`src/design/eaua_pkg.sv`:
```
// Shared widths, constants and divider handshake types for the encoder unwrap block.
`timescale 1ns / 1ps

package eaua_pkg;

  localparam int ANGLE_W  = 16;
  localparam int SENSOR_W = 15;
  localparam int TURN_W   = 32;
  localparam int TICK_W   = 32;
  localparam int VEL_W    = 16;
  localparam int GAIN_W   = 8;
  localparam int PEAK_W   = 8;

  // dividend register of the shared serial divider
  localparam int NUM_W    = VEL_W + GAIN_W;
  localparam int STEP_W   = $clog2(NUM_W + 1);

  localparam logic [STEP_W-1:0] VEL_STEPS = STEP_W'(ANGLE_W);
  localparam logic [STEP_W-1:0] ACC_STEPS = STEP_W'(NUM_W);

  localparam logic [GAIN_W-1:0] GAIN_RESET = GAIN_W'(1);
  localparam logic [PEAK_W-1:0] ACCEL_MAX  = 8'hFF;

  typedef struct packed {
    logic              start;
    logic [STEP_W-1:0] steps;
    logic [NUM_W-1:0]  dividend;
    logic [TICK_W-1:0] divisor;
  } div_req_t;

  typedef struct packed {
    logic             done;
    logic [NUM_W-1:0] quotient;
  } div_rsp_t;

endpackage

```
`src/design/eaua_ifs.sv`:
```
// Valid/ready channel interfaces for sample, result and gain configuration.
`timescale 1ns / 1ps

interface eaua_in_if;
  logic                         valid;
  logic                         ready;
  logic [eaua_pkg::ANGLE_W-1:0] raw_angle;
  logic [eaua_pkg::TICK_W-1:0]  tick_now;

  modport source (output valid, raw_angle, tick_now, input ready);
  modport sink (input valid, raw_angle, tick_now, output ready);
endinterface

interface eaua_out_if;
  logic                                valid;
  logic                                ready;
  logic [eaua_pkg::SENSOR_W-1:0]       sensor_angle;
  logic signed [eaua_pkg::TURN_W-1:0]  relative_angle;
  logic signed [eaua_pkg::VEL_W-1:0]   velocity;
  logic [eaua_pkg::PEAK_W-1:0]         peak_accel;

  modport source (output valid, sensor_angle, relative_angle, velocity, peak_accel,
                  input ready);
  modport sink (input valid, sensor_angle, relative_angle, velocity, peak_accel,
                output ready);
endinterface

interface eaua_cfg_if;
  logic                        valid;
  logic                        ready;
  logic [eaua_pkg::GAIN_W-1:0] data;

  modport source (output valid, data, input ready);
  modport sink (input valid, data, output ready);
endinterface

```
`src/design/eaua_div.sv`:
```
// Radix-2 restoring divider: one quotient bit per cycle, step count set per request.
`timescale 1ns / 1ps

module eaua_div (
  input  logic               clk,
  input  logic               rst,
  input  eaua_pkg::div_req_t req,
  output eaua_pkg::div_rsp_t rsp
);

  logic                          busy;
  logic                          done;
  logic [eaua_pkg::STEP_W-1:0]   cnt;
  logic [eaua_pkg::NUM_W-1:0]    num;
  logic [eaua_pkg::NUM_W-1:0]    quo;
  logic [eaua_pkg::TICK_W-1:0]   rem;
  logic [eaua_pkg::TICK_W-1:0]   den;
  logic [eaua_pkg::TICK_W:0]     trial;
  logic [eaua_pkg::TICK_W:0]     diff;
  logic                          qbit;

  // bring down the next dividend bit and try the subtract
  assign trial = {rem, num[eaua_pkg::NUM_W-1]};
  assign diff  = trial - {1'b0, den};
  assign qbit  = ~diff[eaua_pkg::TICK_W];

  always_ff @(posedge clk) begin
    if (rst) begin
      busy <= 1'b0;
      done <= 1'b0;
      cnt  <= '0;
    end else begin
      done <= 1'b0;
      if (req.start) begin
        busy <= 1'b1;
        cnt  <= req.steps;
        num  <= req.dividend;
        den  <= req.divisor;
        rem  <= '0;
        quo  <= '0;
      end else if (busy) begin
        rem <= qbit ? diff[eaua_pkg::TICK_W-1:0] : trial[eaua_pkg::TICK_W-1:0];
        num <= {num[eaua_pkg::NUM_W-2:0], 1'b0};
        quo <= {quo[eaua_pkg::NUM_W-2:0], qbit};
        cnt <= cnt - 1'b1;
        if (cnt == eaua_pkg::STEP_W'(1)) begin
          busy <= 1'b0;
          done <= 1'b1;
        end
      end
    end
  end

  assign rsp.done     = done;
  assign rsp.quotient = quo;

endmodule

```
`src/design/encoder_angle_unwrap_accel_peak.sv`:
```
// Top level: multi-turn angle unwrap, velocity and peak acceleration tracking.
`timescale 1ns / 1ps

// Takes one encoder reading (raw_angle, tick_now) at a time and returns one result per
// reading. The first reading after reset only latches the startup angle, and its result
// is loaded into the output register in the cycle after acceptance with velocity 0. Every
// later reading goes through VEL_START, VEL_WAIT, DELTA, ACC_START, ACC_WAIT and FINISH,
// where FINISH waits for the output register to free up. Both divisions by the tick delta
// run on one shared bit-serial divider. A new reading is accepted on the cycle after the
// previous one has been written to the output register, even if that result has not been
// taken yet, so no reading is taken while one is in flight. The gain register resets to 1
// and may be written at any time the block is idle; a tick delta of zero counts as 1.
module encoder_angle_unwrap_accel_peak (
  input logic       clk,
  input logic       rst,
  eaua_in_if.sink   sample,
  eaua_out_if.source result,
  eaua_cfg_if.sink  cfg
);

  typedef enum logic [2:0] {
    IDLE,
    VEL_START,
    VEL_WAIT,
    DELTA,
    ACC_START,
    ACC_WAIT,
    FINISH
  } state_t;

  state_t                        state;
  logic                          started;
  logic [eaua_pkg::TURN_W-1:0]   tracked;
  logic [eaua_pkg::ANGLE_W-1:0]  startup;
  logic [eaua_pkg::TICK_W-1:0]   last_tick;
  logic [eaua_pkg::VEL_W-1:0]    last_vel;
  logic [eaua_pkg::PEAK_W-1:0]   peak;
  logic [eaua_pkg::GAIN_W-1:0]   gain;

  logic [eaua_pkg::SENSOR_W-1:0] sensor_r;
  logic [eaua_pkg::TICK_W-1:0]   dt_r;
  logic                          neg_r;
  logic [eaua_pkg::ANGLE_W-1:0]  mag_r;
  logic [eaua_pkg::VEL_W-1:0]    vel_r;
  logic [eaua_pkg::VEL_W-1:0]    dv_r;

  logic                          out_valid;
  logic [eaua_pkg::SENSOR_W-1:0] out_sensor;
  logic [eaua_pkg::TURN_W-1:0]   out_rel;
  logic [eaua_pkg::VEL_W-1:0]    out_vel;
  logic [eaua_pkg::PEAK_W-1:0]   out_peak;

  logic [eaua_pkg::ANGLE_W-1:0]  d16;
  logic [eaua_pkg::TICK_W-1:0]   dt_raw;
  logic [eaua_pkg::VEL_W-1:0]    q_vel;
  logic [eaua_pkg::VEL_W:0]      vdiff;
  logic [eaua_pkg::VEL_W:0]      vdiff_neg;
  logic [eaua_pkg::VEL_W-1:0]    dv;
  logic [eaua_pkg::NUM_W-1:0]    prod;
  logic [eaua_pkg::PEAK_W-1:0]   acc_sat;
  logic                          take;

  eaua_pkg::div_req_t            div_req;
  eaua_pkg::div_rsp_t            div_rsp;

  eaua_div u_div (
    .clk (clk),
    .rst (rst),
    .req (div_req),
    .rsp (div_rsp)
  );

  assign take   = sample.valid && (state == IDLE);
  assign d16    = sample.raw_angle - tracked[eaua_pkg::ANGLE_W-1:0];
  assign dt_raw = sample.tick_now - last_tick;

  assign q_vel     = div_rsp.quotient[eaua_pkg::VEL_W-1:0];
  assign vdiff     = {vel_r[eaua_pkg::VEL_W-1], vel_r} - {last_vel[eaua_pkg::VEL_W-1], last_vel};
  assign vdiff_neg = -vdiff;
  assign dv        = vdiff[eaua_pkg::VEL_W] ? vdiff_neg[eaua_pkg::VEL_W-1:0]
                                            : vdiff[eaua_pkg::VEL_W-1:0];
  assign prod      = {{eaua_pkg::GAIN_W{1'b0}}, dv_r} * {{eaua_pkg::VEL_W{1'b0}}, gain};
  // clamp the acceleration quotient to 8 bits
  assign acc_sat   = (|div_rsp.quotient[eaua_pkg::NUM_W-1:eaua_pkg::PEAK_W]) ? eaua_pkg::ACCEL_MAX
                   : div_rsp.quotient[eaua_pkg::PEAK_W-1:0];

  always_comb begin
    div_req.start    = (state == VEL_START) || (state == ACC_START);
    div_req.divisor  = dt_r;
    if (state == VEL_START) begin
      div_req.steps    = eaua_pkg::VEL_STEPS;
      div_req.dividend = {mag_r, {(eaua_pkg::NUM_W - eaua_pkg::ANGLE_W){1'b0}}};
    end else begin
      div_req.steps    = eaua_pkg::ACC_STEPS;
      div_req.dividend = prod;
    end
  end

  always_ff @(posedge clk) begin
    if (rst) begin
      state     <= IDLE;
      started   <= 1'b0;
      tracked   <= '0;
      startup   <= '0;
      last_tick <= '0;
      last_vel  <= '0;
      peak      <= '0;
      gain      <= eaua_pkg::GAIN_RESET;
      out_valid <= 1'b0;
    end else begin
      if (cfg.valid) begin
        gain <= cfg.data;
      end
      // FINISH reloads the output register itself
      if (out_valid && result.ready && (state != FINISH)) begin
        out_valid <= 1'b0;
      end
      unique case (state)
        IDLE: begin
          if (take) begin
            sensor_r <= sample.raw_angle[eaua_pkg::ANGLE_W-1:1];
            if (!started) begin
              started <= 1'b1;
              tracked <= {{(eaua_pkg::TURN_W - eaua_pkg::ANGLE_W){1'b0}}, sample.raw_angle};
              startup <= sample.raw_angle;
              vel_r   <= '0;
              state   <= FINISH;
            end else begin
              tracked   <= tracked
                         + {{(eaua_pkg::TURN_W - eaua_pkg::ANGLE_W){d16[eaua_pkg::ANGLE_W-1]}}, d16};
              last_tick <= sample.tick_now;
              dt_r      <= (dt_raw == '0) ? eaua_pkg::TICK_W'(1) : dt_raw;
              neg_r     <= d16[eaua_pkg::ANGLE_W-1];
              mag_r     <= d16[eaua_pkg::ANGLE_W-1] ? -d16 : d16;
              state     <= VEL_START;
            end
          end
        end
        VEL_START: begin
          state <= VEL_WAIT;
        end
        VEL_WAIT: begin
          if (div_rsp.done) begin
            vel_r <= neg_r ? -q_vel : q_vel;
            state <= DELTA;
          end
        end
        DELTA: begin
          dv_r     <= dv;
          last_vel <= vel_r;
          state    <= ACC_START;
        end
        ACC_START: begin
          state <= ACC_WAIT;
        end
        ACC_WAIT: begin
          if (div_rsp.done) begin
            if (acc_sat > peak) begin
              peak <= acc_sat;
            end
            state <= FINISH;
          end
        end
        FINISH: begin
          // wait for the output register to free up
          if (!out_valid || result.ready) begin
            out_valid  <= 1'b1;
            out_sensor <= sensor_r;
            out_rel    <= tracked - {{(eaua_pkg::TURN_W - eaua_pkg::ANGLE_W){1'b0}}, startup};
            out_vel    <= vel_r;
            out_peak   <= peak;
            state      <= IDLE;
          end
        end
        default: begin
          state <= IDLE;
        end
      endcase
    end
  end

  assign sample.ready          = (state == IDLE);
  assign cfg.ready             = 1'b1;
  assign result.valid          = out_valid;
  assign result.sensor_angle   = out_sensor;
  assign result.relative_angle = out_rel;
  assign result.velocity       = out_vel;
  assign result.peak_accel     = out_peak;

endmodule

```
`src/flat_wrapper.sv`:
```
// flat-port wrapper written by rule: the top's interface ports become plain ports
module encoder_angle_unwrap_accel_peak_flat 
  (clk, rst, sample_valid, sample_raw_angle, sample_tick_now, sample_ready, result_valid, result_sensor_angle, result_relative_angle, result_velocity, result_peak_accel, result_ready, cfg_valid, cfg_data, cfg_ready);
  eaua_in_if sample_i ();
  eaua_out_if result_i ();
  eaua_cfg_if cfg_i ();
  input logic clk;
  input logic rst;
  input wire logic [$bits(sample_i.valid)-1:0] sample_valid;
  input wire logic [$bits(sample_i.raw_angle)-1:0] sample_raw_angle;
  input wire logic [$bits(sample_i.tick_now)-1:0] sample_tick_now;
  output wire logic [$bits(sample_i.ready)-1:0] sample_ready;
  output wire logic [$bits(result_i.valid)-1:0] result_valid;
  output wire logic [$bits(result_i.sensor_angle)-1:0] result_sensor_angle;
  output wire logic [$bits(result_i.relative_angle)-1:0] result_relative_angle;
  output wire logic [$bits(result_i.velocity)-1:0] result_velocity;
  output wire logic [$bits(result_i.peak_accel)-1:0] result_peak_accel;
  input wire logic [$bits(result_i.ready)-1:0] result_ready;
  input wire logic [$bits(cfg_i.valid)-1:0] cfg_valid;
  input wire logic [$bits(cfg_i.data)-1:0] cfg_data;
  output wire logic [$bits(cfg_i.ready)-1:0] cfg_ready;
  assign sample_i.valid = sample_valid;
  assign sample_i.raw_angle = sample_raw_angle;
  assign sample_i.tick_now = sample_tick_now;
  assign sample_ready = sample_i.ready;
  assign result_valid = result_i.valid;
  assign result_sensor_angle = result_i.sensor_angle;
  assign result_relative_angle = result_i.relative_angle;
  assign result_velocity = result_i.velocity;
  assign result_peak_accel = result_i.peak_accel;
  assign result_i.ready = result_ready;
  assign cfg_i.valid = cfg_valid;
  assign cfg_i.data = cfg_data;
  assign cfg_ready = cfg_i.ready;
  encoder_angle_unwrap_accel_peak u_core (.clk(clk), .rst(rst), .sample(sample_i), .result(result_i), .cfg(cfg_i));
endmodule
```
`config.mk`:
```
export PLATFORM = sky130hd
export DESIGN_NAME = encoder_angle_unwrap_accel_peak_flat
export DESIGN_NICKNAME = d
export VERILOG_FILES = /design/src/design/eaua_pkg.sv /design/src/design/eaua_ifs.sv /design/src/design/eaua_div.sv /design/src/design/encoder_angle_unwrap_accel_peak.sv /design/src/flat_wrapper.sv
export SDC_FILE = /design/constraint.sdc
export NUM_CORES = 1
export LEC_CHECK = 0
export ABC_AREA = 0
export BUFFER_PORTS_ARGS = -buffer_cell sky130_fd_sc_hd__buf_4
export CAP_MARGIN = 10
export CORE_MARGIN = 2
export CORE_UTILIZATION = 40
export DETAILED_ROUTE_END_ITERATION = 10
export PLACE_DENSITY_LB_ADDON = 0.2
export SKIP_LAST_GASP = 1
export SYNTH_ARGS = -nofsm -noshare
export SYNTH_HDL_FRONTEND = slang
export SYNTH_SLANG_ARGS = --single-unit
```
`constraint.sdc`:
```
create_clock -name clk -period 9.4 [get_ports clk]
set_input_delay 0.94 -clock clk [delete_from_list [all_inputs] [get_ports clk]]
set_output_delay 0.94 -clock clk [all_outputs]
set_load 0.01 [all_outputs]
```
==> impl_metrics.env <==
export IMPL_maxSlewViolCount=0
export IMPL_cts_buffer_depth=3
export IMPL_synth_top_family_by_area="simple AND/OR/NAND/NOR gates"
export IMPL_slew_headroom=0.343
export IMPL_ant_nets=0
export IMPL_drive_gt1_frac=0.0916
export IMPL_io_pins=135
export IMPL_cts_made_buffers=46
export IMPL_critPathMaxStageDelay_ps=450
export IMPL_synth_fp_nets=3100
export IMPL_async_flop_share=0
export IMPL_min_path_type="register to register"
export IMPL_ys_seq_area_frac=0.406
export IMPL_clk_pin_slew_worst_paths_ps=60
export IMPL_critical_path_top_delay_family="compound AO/OA/AOI/OAI gates"
export IMPL_start_kind="register"
export IMPL_port_buffers=133
export IMPL_worst_skew_pair_late_latency_ps=590
export IMPL_detailroute_via_count=19874
export IMPL_synth_edff_count=279
export IMPL_die_width_um=263
export IMPL_cp_num_buf_inv=2
export IMPL_postCtsSetupRepairBufs=0
export IMPL_avgSynthCellArea_sq_um=9.73
export IMPL_max_vdd_ir_drop_mv=0.159
export IMPL_fmaxAchievable_ghz=0.181
export IMPL_cp_arrival_ps=6000
export IMPL_p_leak_nw=12.2
export IMPL_grt_ovfl_total=0
export IMPL_synthFlopType="edfxtp_1"
export IMPL_ys_ff_latch=403
export IMPL_wl_per_cell_um=16.6
export IMPL_status="complete, no violations"
export IMPL_dpl_worst_slack_ps=3410
export IMPL_cts_hold_buffers=0
export IMPL_synth_xor_area_frac=0.0618
export IMPL_gr_usage_all_layers=0.181
export IMPL_setup_viol=0
export IMPL_synthSimpleGateAreaFrac=0.162
export IMPL_area_growth_pct=13.0
export IMPL_synth_compound_area_share=0.140
export IMPL_chipHeight_um=263
export IMPL_tightest_slew_ps=986
export IMPL_synth_cell_types=90
export IMPL_grt_max_degree=72
export IMPL_die_area_sq_um=69000
export IMPL_routed_via_density=5.26
export IMPL_drt_initial_drc_count=1201
export IMPL_grt_pass1_wl_um=104000
export IMPL_fp_coreArea_sq_um=66000
export IMPL_n_antenna_cell=0
export IMPL_start_util=0.406
export IMPL_rows=94
export IMPL_ctsResizeCount=0
export IMPL_fillers=6189
export IMPL_tns_ps=0
export IMPL_synth_most_common_cell="edfxtp_1"
export IMPL_fin_crit_sh=0.589
export IMPL_dp_hpwl_um=46600
export IMPL_cts_tree="yes"
export IMPL_netlist_top_cells_area="edfxtp_1 (31%), dfxtp_1 (9.3%), ha_1 (9.2%)"
export IMPL_report_final_hold_viol_count=0
export IMPL_cts_htree_levels=2
export IMPL_maxCapViolCount=0
export IMPL_cts_root_buffer="clkbuf_16"
export IMPL_stdcell_area_sq_um=30300
export IMPL_synthMuxAreaShare=0.0217
export IMPL_holdWs_ps=412
export IMPL_placed_area_sq_um=28700
export IMPL_rsz0062_at_grt="no"
export IMPL_yosysWarnings=0
export IMPL_first_global_vias=20005
export IMPL_crit_chain="inv_1 -> ha_1 -> nor2b_1 -> o21a_1 -> o21ai_0 -> a211oi_1 -> or3_1 -> a2111o_1 -> nand3_1 -> buf_4 -> ha_1 -> a21o_1 -> a21o_1 -> a21oi_1 -> o211ai_1 -> a221o_1 -> nand2_1 -> o211ai_1 -> o22ai_1 -> mux2i_1 -> a221o_1"
export IMPL_period_minus_slack_ps=5540
export IMPL_cts_sinks=403
export IMPL_worst_path_max_delay_cell="or3_1"
export IMPL_antenna_found_initial=0
export IMPL_p_per_area_nw_per_um2=293
export IMPL_first_pass_iters=5
export IMPL_cp_data_required_time_ps=9860
export IMPL_synthCells=2752
export IMPL_synthesis_area_sq_um=26800
export IMPL_setup_slack_ps=3860
export IMPL_endpoint_kind="register"
export IMPL_synth_common_cells="edfxtp_1 (279), inv_1 (268), nand2_1 (268)"
export IMPL_synth_adder_area_share=0.159
export IMPL_gp_congestion=0.892
export IMPL_critPathKind="register to register"
export IMPL_nNetsFinal=3225
export IMPL_remaining_drc_errors=0
export IMPL_synth_top_area_frac=0.313
export IMPL_yosysTopAreaCell="edfxtp_1"
export IMPL_path_max_fanout=17
export IMPL_fin_worst_skew_ps=27.1
export IMPL_routed_wl_um=62600
[worst paths after layout]
kind | startpoint | to | slack, ps | depth (start not counted)
worst max-delay path | u_core.tracked[1]$_SDFFE_PP0P_ | u_core.tracked[30]$_SDFFE_PP0P_ | 3860 | 21
worst min-delay path | u_core.dt_r[20]$_SDFFCE_PN0P_ | u_core.u_div.den[20]$_DFFE_PP_ | 410 | 0
worst max register to register | u_core.tracked[1]$_SDFFE_PP0P_ | u_core.tracked[30]$_SDFFE_PP0P_ | 3860 | 21
worst min register to register | u_core.dt_r[20]$_SDFFCE_PN0P_ | u_core.u_div.den[20]$_DFFE_PP_ | 410 | 0
[cell families after synthesis]
family,Yosys count
xor gates and xnor gates,189
and+or+nand+nor,883
DFF,403
buffers and inverters,347
adders and majority gates,287
other,1
AOI/OAI and AO/OA,584
muxes,58
[state kept, by name, summed over array words and instances (netlist names), 3 cells and up]
| name | count |
|---|---|
| u_core.dt_r | 32 |
| u_core.dv_r | 16 |
| u_core.gain | 8 |
| u_core.last_tick | 32 |
| u_core.last_vel | 16 |
| u_core.mag_r | 16 |
| u_core.peak | 8 |
| u_core.result.peak_accel | 8 |
| u_core.result.relative_angle | 32 |
| u_core.result.sensor_angle | 15 |
| u_core.result.velocity | 16 |
| u_core.sensor_r | 15 |
| u_core.startup | 16 |
| u_core.state | 3 |
| u_core.tracked | 32 |
| u_core.u_div.cnt | 5 |
| u_core.u_div.den | 32 |
| u_core.u_div.num | 24 |
| u_core.u_div.quo | 24 |
| u_core.u_div.rem | 32 |
| u_core.vel_r | 16 |
[layer usage]
metal | part of all wire | vias to the layer above | global-route usage
met5 | 0 | - | 0
met4 | 0.016 | 0 | 0.0396
met3 | 0.038 | 57 | 0.0257
met2 | 0.46 | 343 | 0.302
met1 | 0.48 | 9575 | 0.251
li1 | - | 9899 | -
[stage by stage]
step / utilization / total power [W] / instances
2_1_floorplan: - / 0.00604 / 2752
3_3_place_gp: 0.436 / 0.00700 / 3692
3_5_place_dp: 0.436 / 0.00709 / 3692
4_1_cts: 0.458 / 0.00897 / 3777
5_1_grt: 0.459 / 0.00959 / 3778
6_report: 0.459 / 0.00888 / 3778
[power by group]
| part | leakage, nW | switching, W | internal [W] |
|---|---|---|---|
| clock network | 0.743 | 0.000762 | 0.00103 |
| registers | 3.57 | 0.000238 | 0.00250 |
| logic | 7.90 | 0.00257 | 0.00178 |
[worst reg2reg max path, cell delays in order (launching register included)]
cell      delay, ps
dfxtp_1         440
inv_1           150
ha_1            280
nor2b_1         130
o21a_1          200
o21ai_0         260
a211oi_1        160
or3_1           450
a2111o_1        410
nand3_1         450
buf_4           350
ha_1            350
a21o_1          180
a21o_1          170
a21oi_1         200
o211ai_1        110
a221o_1         300
nand2_1         140
o211ai_1        150
o22ai_1         170
mux2i_1         100
a221o_1         260
[final cells by class]
class / count / area (sq um) / area share
Multi-Input combinational cell: 2002 / 14600 / 0.483
Sequential cell: 403 / 10900 / 0.359
Clock buffer: 53 / 1190 / 0.0392
Timing Repair Buffer: 156 / 1170 / 0.0387
Tap cell: 864 / 1080 / 0.0357
Inverter: 268 / 1010 / 0.0332
Clock inverter: 32 / 328 / 0.0108
[layout by cell type (no fill, tap or decap), drive strengths merged, types with 26 or more instances in the layout]
cell,instances
xor2,57
dfxtp,124
nor2b,28
nand2,268
a211oi,40
nor2,212
and3,39
nand2b,34
a21oi,193
mux2i,57
nand3,33
nor3,45
xnor2,132
ha,197
clkbuf,53
buf,156
a31oi,26
a21o,45
edfxtp,279
and2,116
inv,273
o21ai,110
fa,90
(Power assumes the default switching activity.)
